--- src/sv/rkeq_pkg.sv ---
package rkeq_pkg;

  localparam int CodeW = 10;
  localparam int ValueW = 8;
  localparam int TimeW = 32;
  localparam int MsW = 16;
  localparam int ActCodeW = 11;

  // action kinds
  localparam logic [1:0] ACT_NONE  = 2'd0;
  localparam logic [1:0] ACT_PRESS = 2'd1;
  localparam logic [1:0] ACT_LONG  = 2'd2;

  // key values
  localparam logic signed [ValueW-1:0] VAL_RELEASE = 8'sd0;
  localparam logic signed [ValueW-1:0] VAL_PRESS   = 8'sd1;
  localparam logic signed [ValueW-1:0] VAL_REPEAT  = 8'sd2;

  // register indexes
  localparam logic [1:0] REG_REPEAT_DELAY = 2'd0;
  localparam logic [1:0] REG_SCROLL_GAP   = 2'd1;
  localparam logic [1:0] REG_VERT_WHEEL   = 2'd2;
  localparam logic [1:0] REG_HORIZ_WHEEL  = 2'd3;

  typedef struct packed {
    logic [MsW-1:0]   repeat_delay_ms;
    logic [MsW-1:0]   scroll_gap_ms;
    logic [CodeW-1:0] vertical_wheel_code;
    logic [CodeW-1:0] horizontal_wheel_code;
  } cfg_t;

  typedef struct packed {
    logic [1:0]          action_kind;
    logic [ActCodeW-1:0] action_code;
    logic                hold_active;
  } result_t;

endpackage

--- src/sv/remote_key_event_qualifier_unit.sv ---
// Channel  Direction  Handshake              Payload
// in       input      in_valid / in_ready    in_is_sync, in_key_code, in_key_value,
//                                            in_time_ms, in_long_click_key
// out      output     out_valid / out_ready  out_action_kind, out_action_code,
//                                            out_hold_active
// cfg      input      psel/penable/pwrite    paddr, pwdata, prdata, pready
//
// One item per cycle while in_ready is high; results go to the result register.
// The key state and the two 32-bit time compares update in the accept cycle.
// A two-entry output stage (result register plus skid register) lets the
// input take one more item while out_ready is low.
// Reset (synchronous) restores register defaults and clears valid and key state.
module remote_key_event_qualifier_unit
  import rkeq_pkg::*;
(
  input  logic                     clk,
  input  logic                     rst_n,
  input  logic                     in_valid,
  output logic                     in_ready,
  input  logic                     in_is_sync,
  input  logic [CodeW-1:0]         in_key_code,
  input  logic signed [ValueW-1:0] in_key_value,
  input  logic [TimeW-1:0]         in_time_ms,
  input  logic                     in_long_click_key,
  output logic                     out_valid,
  input  logic                     out_ready,
  output logic [1:0]               out_action_kind,
  output logic [ActCodeW-1:0]      out_action_code,
  output logic                     out_hold_active,
  input  logic                     psel,
  input  logic                     penable,
  input  logic                     pwrite,
  input  logic [3:0]               paddr,
  input  logic [31:0]              pwdata,
  output logic [31:0]              prdata,
  output logic                     pready
);

  cfg_t    cfg_r;
  result_t new_res;
  result_t out_r, skid_r;
  logic    out_valid_r, skid_valid_r;
  logic    accept;
  logic    [1:0] reg_idx;

  assign pready  = 1'b1;
  assign reg_idx = paddr[3:2];

  always_ff @(posedge clk) begin
    if (!rst_n) begin
      cfg_r.repeat_delay_ms       <= MsW'(480);
      cfg_r.scroll_gap_ms         <= MsW'(100);
      cfg_r.vertical_wheel_code   <= CodeW'(8);
      cfg_r.horizontal_wheel_code <= CodeW'(6);
    end else if (psel && penable && pwrite && pready) begin
      unique case (reg_idx)
        REG_REPEAT_DELAY: cfg_r.repeat_delay_ms       <= pwdata[MsW-1:0];
        REG_SCROLL_GAP:   cfg_r.scroll_gap_ms         <= pwdata[MsW-1:0];
        REG_VERT_WHEEL:   cfg_r.vertical_wheel_code   <= pwdata[CodeW-1:0];
        REG_HORIZ_WHEEL:  cfg_r.horizontal_wheel_code <= pwdata[CodeW-1:0];
        default: ;
      endcase
    end
  end

  always_comb begin
    unique case (reg_idx)
      REG_REPEAT_DELAY: prdata = {{(32-MsW){1'b0}}, cfg_r.repeat_delay_ms};
      REG_SCROLL_GAP:   prdata = {{(32-MsW){1'b0}}, cfg_r.scroll_gap_ms};
      REG_VERT_WHEEL:   prdata = {{(32-CodeW){1'b0}}, cfg_r.vertical_wheel_code};
      REG_HORIZ_WHEEL:  prdata = {{(32-CodeW){1'b0}}, cfg_r.horizontal_wheel_code};
      default:          prdata = '0;
    endcase
  end

  assign in_ready = !skid_valid_r;
  assign accept   = in_valid && in_ready;

  rkeq_core u_core (
    .clk            (clk),
    .rst_n          (rst_n),
    .cfg            (cfg_r),
    .accept         (accept),
    .is_sync        (in_is_sync),
    .key_code       (in_key_code),
    .key_value      (in_key_value),
    .time_ms        (in_time_ms),
    .long_click_key (in_long_click_key),
    .result         (new_res)
  );

  always_ff @(posedge clk) begin
    if (!rst_n) begin
      out_valid_r  <= 1'b0;
      skid_valid_r <= 1'b0;
    end else if (out_ready || !out_valid_r) begin
      // advance: skid item first, else the fresh one
      if (skid_valid_r) begin
        out_valid_r  <= 1'b1;
        skid_valid_r <= 1'b0;
      end else begin
        out_valid_r <= accept;
      end
    end else if (accept) begin
      skid_valid_r <= 1'b1;
    end
  end

  always_ff @(posedge clk) begin
    if (out_ready || !out_valid_r) begin
      out_r <= skid_valid_r ? skid_r : new_res;
    end else if (accept) begin
      skid_r <= new_res;
    end
  end

  assign out_valid       = out_valid_r;
  assign out_action_kind = out_r.action_kind;
  assign out_action_code = out_r.action_code;
  assign out_hold_active = out_r.hold_active;

endmodule

--- src/sv/rkeq_core.sv ---
module rkeq_core
  import rkeq_pkg::*;
(
  input  logic                     clk,
  input  logic                     rst_n,
  input  cfg_t                     cfg,
  input  logic                     accept,
  input  logic                     is_sync,
  input  logic [CodeW-1:0]         key_code,
  input  logic signed [ValueW-1:0] key_value,
  input  logic [TimeW-1:0]         time_ms,
  input  logic                     long_click_key,
  output result_t                  result
);

  logic                     awaiting_long_r, awaiting_long_nxt;
  logic                     holding_r, holding_nxt;
  logic                     suppress_hold_r, suppress_hold_nxt;
  logic [TimeW-1:0]         press_time_r, press_time_nxt;
  logic [TimeW-1:0]         scroll_time_r, scroll_time_nxt;
  logic [CodeW-1:0]         previous_code_r, previous_code_nxt;
  logic signed [ValueW-1:0] previous_value_r, previous_value_nxt;

  logic             cur_wheel, prev_wheel, allow, gap_ok, elapsed;
  logic [TimeW-1:0] scroll_dt, press_dt;

  assign cur_wheel  = (key_code == cfg.vertical_wheel_code) ||
                      (key_code == cfg.horizontal_wheel_code);
  assign prev_wheel = (previous_code_r == cfg.vertical_wheel_code) ||
                      (previous_code_r == cfg.horizontal_wheel_code);
  // a wheel step may not switch code or direction right after another wheel step
  assign allow      = ((previous_code_r == key_code) && (previous_value_r == key_value)) ||
                      !prev_wheel;
  assign scroll_dt  = time_ms - scroll_time_r;
  assign press_dt   = time_ms - press_time_r;
  assign gap_ok     = scroll_dt >= {{(TimeW-MsW){1'b0}}, cfg.scroll_gap_ms};
  assign elapsed    = press_dt >= {{(TimeW-MsW){1'b0}}, cfg.repeat_delay_ms};

  always_comb begin
    result             = '0;
    result.action_kind = ACT_NONE;
    awaiting_long_nxt  = awaiting_long_r;
    holding_nxt        = holding_r;
    suppress_hold_nxt  = suppress_hold_r;
    press_time_nxt     = press_time_r;
    scroll_time_nxt    = scroll_time_r;
    previous_code_nxt  = previous_code_r;
    previous_value_nxt = previous_value_r;
    if (!is_sync) begin
      previous_code_nxt  = key_code;
      previous_value_nxt = key_value;
      if (cur_wheel) begin
        if (gap_ok && allow) begin
          result.action_kind = ACT_PRESS;
          result.action_code = (key_value == VAL_PRESS) ?
                               {1'b0, key_code} + ActCodeW'(1) : {1'b0, key_code};
          scroll_time_nxt    = time_ms;
        end
      end else if (key_value == VAL_RELEASE) begin
        if (awaiting_long_r) begin
          result.action_kind = ACT_PRESS;
          result.action_code = {1'b0, key_code};
        end
        awaiting_long_nxt = 1'b0;
      end else if (key_value == VAL_PRESS) begin
        if (!long_click_key) begin
          result.action_kind = ACT_PRESS;
          result.action_code = {1'b0, key_code};
        end else begin
          awaiting_long_nxt = 1'b1;
        end
        press_time_nxt    = time_ms;
        holding_nxt       = 1'b0;
        // an older pending wait survives a plain press
        suppress_hold_nxt = long_click_key | awaiting_long_r;
      end else if (awaiting_long_r && (key_value == VAL_REPEAT) && elapsed) begin
        result.action_kind = ACT_LONG;
        result.action_code = {1'b0, key_code};
      end else if (!awaiting_long_r && elapsed && !suppress_hold_r) begin
        result.action_kind = ACT_PRESS;
        result.action_code = {1'b0, key_code};
        result.hold_active = 1'b1;
        holding_nxt        = 1'b1;
      end else begin
        holding_nxt = 1'b0;
      end
    end
  end

  always_ff @(posedge clk) begin
    if (!rst_n) begin
      awaiting_long_r  <= 1'b0;
      holding_r        <= 1'b0;
      suppress_hold_r  <= 1'b0;
      press_time_r     <= '0;
      scroll_time_r    <= '0;
      previous_code_r  <= '0;
      previous_value_r <= '0;
    end else if (accept) begin
      awaiting_long_r  <= awaiting_long_nxt;
      holding_r        <= holding_nxt;
      suppress_hold_r  <= suppress_hold_nxt;
      press_time_r     <= press_time_nxt;
      scroll_time_r    <= scroll_time_nxt;
      previous_code_r  <= previous_code_nxt;
      previous_value_r <= previous_value_nxt;
    end
  end

endmodule
--- config.mk ---
export PLATFORM = sky130hd
export DESIGN_NAME = remote_key_event_qualifier_unit
export DESIGN_NICKNAME = d
export VERILOG_FILES = /design/src/sv/rkeq_pkg.sv /design/src/sv/remote_key_event_qualifier_unit.sv /design/src/sv/rkeq_core.sv
export SDC_FILE = /design/constraint.sdc
export NUM_CORES = 1
export LEC_CHECK = 0
export BUFFER_PORTS_ARGS = -buffer_cell sky130_fd_sc_hd__buf_2
export CAP_MARGIN = 5
export CORE_MARGIN = 3
export CORE_UTILIZATION = 45
export DETAILED_ROUTE_END_ITERATION = 10
export SYNTH_ARGS = -nofsm -noshare
export SYNTH_HDL_FRONTEND = slang
export SYNTH_SLANG_ARGS = --single-unit
export TNS_END_PERCENT = 30
--- constraint.sdc ---
create_clock -name clk -period 7.7 [get_ports clk]
set_clock_uncertainty 0.15 [all_clocks]
set_input_delay 1.54 -clock clk [delete_from_list [all_inputs] [get_ports clk]]
set_output_delay 1.54 -clock clk [all_outputs]
set_load 0.01 [all_outputs]
# == Word level (Yosys, flattened, before mapping) ==
# Index checks and enable logic that the tools add are counted.
# op_classes
n_addsub,3
n_lt_le_gt_ge,2
eq_ne,11
mux,20
bitwise_logic,6
reduce_logical,32
# op_table
cell,n
$pmux 32 s4,1
$mux 13,5
$ge 32x16->1,2
$sub 32x32->32,2
$eq 10x10->1,5
$mux 12,3
$mux 14,2
$reduce_and 2->1,6
$add 10x1->11 const B,1
$mux 11,1
$reduce_and 5->1,2
$logic_and 1x1->1,9
$eq 8x2->1 const B,1
$eq 8x3->1 const B,1
$eq 8x8->1,1
$logic_not 8->1,1
$mux 1,8
$logic_not 1->1,5
$not 1->1,5
$eq 2x2->1 const B,2
$logic_or 1x1->1,4
$reduce_and 4->1,1
$reduce_bool 2->1,2
$eq 2x1->1 const B,1
other kinds (3),3
# totals
reg_bits,166
inputBits,95

# == Longest topological paths before layout ==
# logic_depth
depth_word,11
ltp_mapped,25
mapped_depth_nobuf,24

# == Cells and area by module ==
# Synthesis repeated with hierarchy kept, for this count alone.
# hier_totals
hier_cells,1560
area_unflattened_um2,12394.4
# modules_own_cells
module,instances,cells_per_inst,area_per_inst_um2
rkeq_core,1,1262,8800.9
remote_key_event_qualifier_unit,1,298,3593.4

# == Least setup slack after synthesis ==
# Ideal clock, no wire load.
# synth_timing
path_kind,input to register
startpoint,input port in_time_ms[0]
endpoint,"register out_r, in the netlist out_action_code[8], data pin"
t_arrival_ns,5.737
required_ns,7.293
slack_ns,1.556
path_stages,25
path_cell_list,inv_1 -> ha_1 -> inv_1 -> fa_1 -> a21o_1 -> a2bb2oi_1 -> a21bo_2 -> nand2b_1 -> a21oi_1 -> o21bai_1 -> a21oi_1 -> xnor2_1 -> ha_1 -> o21ai_0 -> nor2_1 -> o31a_1 -> a2111oi_0 -> o31a_1 -> o2111ai_1 -> nor4_1 -> a41oi_2 -> buf_4 -> nand2_1 -> nand3b_4 -> a32o_1
# synth_between
elab_chain_cells,11
elab_cells_between_ends,16
# synth_rtl
item,line,text
from (decl),remote_key_event_qualifier_unit.sv:23,"input logic [TimeW-1:0] in_time_ms,"
$sub 32x32->32,rkeq_core.sv:35,assign press_dt = time_ms - press_time_r;
$ge 32x16->1,rkeq_core.sv:37,"assign elapsed = press_dt >= {{(TimeW-MsW){1'b0}}, cfg.repeat_delay_ms};"
$logic_and 1x1->1 (2 in series),rkeq_core.sv:79,end else if (!awaiting_long_r && elapsed && !suppress_hold_r) begin
$mux 13,rkeq_core.sv:79,
$mux 13,rkeq_core.sv:76,end else if (awaiting_long_r && (key_value == VAL_REPEAT) && elapsed) begin
$mux 13,rkeq_core.sv:65,end else if (key_value == VAL_PRESS) begin
$mux 13,rkeq_core.sv:59,end else if (key_value == VAL_RELEASE) begin
$mux 13 (*),rkeq_core.sv:52,if (cur_wheel) begin
$mux 14 (*),rkeq_core.sv:49,if (!is_sync) begin
$mux 14 (*),remote_key_event_qualifier_unit.sv:111,out_r <= skid_valid_r ? skid_r : new_res;
to (signal assigned),remote_key_event_qualifier_unit.sv:111,
to (decl),remote_key_event_qualifier_unit.sv:41,"result_t out_r, skid_r;"
# Mark *: on every way between the ends. The rest lies on a longest branch, timed or not.
# A chain may end at the register's enable or synchronous reset.

# == Final worst setup path ==
# layout_timing
startpoint,input port in_time_ms[0]
endpoint,"register out_r, in the netlist out_action_code[1], data pin"
# Same word-level chain as after synthesis.

==> flow_metrics.tcl <==
set metrics [dict create \
    synth-main-ff-cell "dfxtp_1" \
    drc 0 \
    path_max_fanout 14 \
    die_width_um 175.8 \
    endpoint_kind "flop" \
    post-place-ws_ns 0.4474 \
    setup_violations 0 \
    total_power_mw 2.214 \
    netlist_instances 1650 \
    synth_top_area_share_pct 21.29 \
    whs_ns 0.3055 \
    port_buffers 108 \
    grt_first_pass_wirelength_mm 59.31 \
    clk_latency_ns 0.44 \
    die-area_um2 30900 \
    max_slew.worst_pin.slew_ns 1.194 \
    critPathTopFamily "compound AO/OA/AOI/OAI gates" \
    finalHoldViolations 0 \
    synth_top_area_cell "dfxtp_1" \
    vias_per_cell 5.643 \
    fmax_mhz 145.8 \
    place_congestion 0.8908 \
    antenna_found_initial 0 \
    ys_seq_area_share_pct 27.78 \
    cts_buffer_depth 2 \
    slowest_delay_ns 0.50 \
    drt-wirelength-per-cell_um 18.00 \
    p_per_area_nw_per_um2 155.7 \
    async_flop_share_pct 0 \
    cts_buffers 17 \
    fin_nets 1888 \
    n_antenna_cell 0 \
    drt_iter0_drc 690 \
    overflow 0 \
    peakVddDrop_mv 0.1049 \
    root_buffer "clkbuf_16" \
    worst_ep_required_time_ns 7.71 \
    slew_violations 0 \
    grt_pass1_vias 10930 \
    path_buf_inv 3 \
    yosys_register_bits 166 \
    min_path_cells 2 \
    reg2reg_depth 23 \
    hold_buffers 0 \
    layout-drive-gt1-share_pct 11.06 \
    start_kind "primary input" \
    path_clk_slew_ns 0.07 \
    fin_tns_setup_ns 0 \
    start_util_pct 46.19 \
    area_delta_synth_final_pct 9.615 \
    slowest_stage "nor4_1" \
    place.detailed.hpwl_mm 28.65 \
    maxCapViolations 0 \
    synth_warnings 0 \
    total_leakage_power_nw 5.345 \
    fin_ws_ns 0.8400 \
    cts.sinks 166 \
    rows 61 \
    postCtsSetupRepairBufs 0 \
    avgSynthCellArea_um2 7.863 \
    num_vias 11780 \
    cp.depth 25 \
    synth-edff-count 28 \
    status "finished clean" \
    ios 144 \
    hold_class "reg2reg" \
    fp.coreArea_um2 28090 \
    nFillCells 2802 \
    grt_start_max_net_pins 100 \
    rsz0062_at_grt "false" \
    worstSetupPathType "in2reg" \
    die_h_um 175.8 \
    cts_resized 0 \
    finalCritPeriodShare_pct 89.09 \
    critPathArrivalTime_ns 6.87 \
    maxSlewHeadroom_pct 20.05 \
    synth_cell_types 85 \
    wirelength_mm 37.57 \
    cts_tree "done" \
    h-tree-depth 4 \
    min_period_ns 6.860 \
    track_usage_pct 23.98 \
    drt_first_pass_iters 5 \
    synthTopCellsByArea "dfxtp_1, ha_1, nand2_1" \
    postRouteAntennaNets 0 \
    syn_area_um2 12970 \
]
-- registers in the layout, indices dropped and copies added (netlist names) --
register	count
u_core.previous_value_r	8
u_core.awaiting_long_r	1
skid_r	14
out_action_code	11
u_core.press_time_r	32
out_action_kind	2
skid_valid_r	1
u_core.previous_code_r	10
cfg_r	52
out_hold_active	1
out_valid	1
u_core.suppress_hold_r	1
u_core.scroll_time_r	32
-- cell usage after synthesis (all sizes together), types with 5 or more instances --
library cell and n:
mux2i 31, a21o 25, o31a 5, nor4 16
o31ai 5, or3 11, o21ai 56, inv 116
o21bai 11, mux4 10, nor3 32, a2111oi 6
nor3b 8, or2 8, nand2b 14, nand2 278
dfxtp 138, nand3 61, ha 95, and3 9
and4 6, a41oi 5, nor2b 26, and2 17
buf 43, clkbuf 59, a211oi 9, xor2 46
a311oi 6, o211ai 18, o21a 21, edfxtp 28
a21boi 117, nand4 34, a21oi 86, o2111ai 7
xnor2 47, a31oi 9, nor2 77
-- worst register-to-register path, delay by kind of cell, from the launching register on --
family | cells | cell delay [ns]
AOI/OAI and AO/OA | 14 | 3.20
DFF | 1 | 0.34
adders and majority gates | 3 | 0.83
and+or+nand+nor | 4 | 0.86
buffers and inverters | 1 | 0.06
xor gates and xnor gates | 1 | 0.15
-- final timing paths --
| check | startpoint | slack [ns] | end |
|---|---|---|---|
| worst min register to register | u_core.scroll_time_r[10]$_SDFFE_PN0P_ | 0.31 | u_core.scroll_time_r[10]$_SDFFE_PN0P_ |
| worst max register to register | u_core.scroll_time_r[0]$_SDFFE_PN0P_ | 1.82 | out_action_code[1]$_DFFE_PP_ |
| worst max-delay path | in_time_ms[0] | 0.84 | out_action_code[1]$_DFFE_PP_ |
| worst min-delay path | u_core.scroll_time_r[10]$_SDFFE_PN0P_ | 0.31 | u_core.scroll_time_r[10]$_SDFFE_PN0P_ |
-- layout by cell type (no fill, tap or decap), types with 11 or more instances in the layout --
cell type  count
and2_1        16
nor2_1        77
nand2b_1      14
clkbuf_16     18
nor3_1        29
mux2i_1       31
buf_2        107
nor4_1        14
nor2b_1       26
o21bai_1      11
xor2_1        46
inv_1        115
nand3_1       61
xnor2_1       47
ha_1          95
o21a_1        21
conb_1        17
nand4_1       34
nand2_1      277
a21o_1        25
a21oi_1       86
edfxtp_1      28
o211ai_1      17
o21ai_0       47
a21boi_0     107
dfxtp_1      138
or3_1         11
-- final cells by class --
type	instances	area (µm²)	area share, %
Sequential cell	166	3603	25.34
Clock inverter	12	118.9	0.8358
Inverter	116	435.4	3.062
Tap cell	378	473.0	3.326
Clock buffer	20	467.9	3.291
Multi-Input combinational cell	1281	8534	60.01
Timing Repair Buffer	114	588.1	4.135
-- per-layer routing --
metal / vias to the layer above / GRT usage, % / wire [µm]
met4: 0 / 5.543 / 586
met1: 5603 / 34.06 / 18230
met5: - / 0 / 0
met2: 250 / 38.33 / 17230
li1: 5890 / - / -
met3: 33 / 3.826 / 1516
-- report_power, final --
group	internal, mW	switching (mW)
registers	0.898	0.0119
clock network	0.459	0.420
logic	0.165	0.260
total	1.52	0.692
-- cells by family after synthesis --
kind of cell             share of synthesized area, %
XOR/XNOR                                        6.278
adder cells (fa/ha/maj)                         9.471
buffers and inverters                           7.127
AND/OR/NAND/NOR                                 22.36
AO/OA/AOI/OAI                                   22.46
multiplexers                                    4.475
flip-flops                                      27.78
other                                         0.05789
-- stage by stage --
step / instances / area [µm²] / util [%]
6_report: 2087 / 14220 / 50.63
5_1_grt: 2087 / 14220 / 50.63
4_1_cts: 2087 / 14220 / 50.63
3_5_place_dp: 2055 / 13630 / 48.54
3_3_place_gp: 2055 / 13630 / 48.54
2_1_floorplan: 1665 / 13030 / -
(Power assumes the default switching activity.)
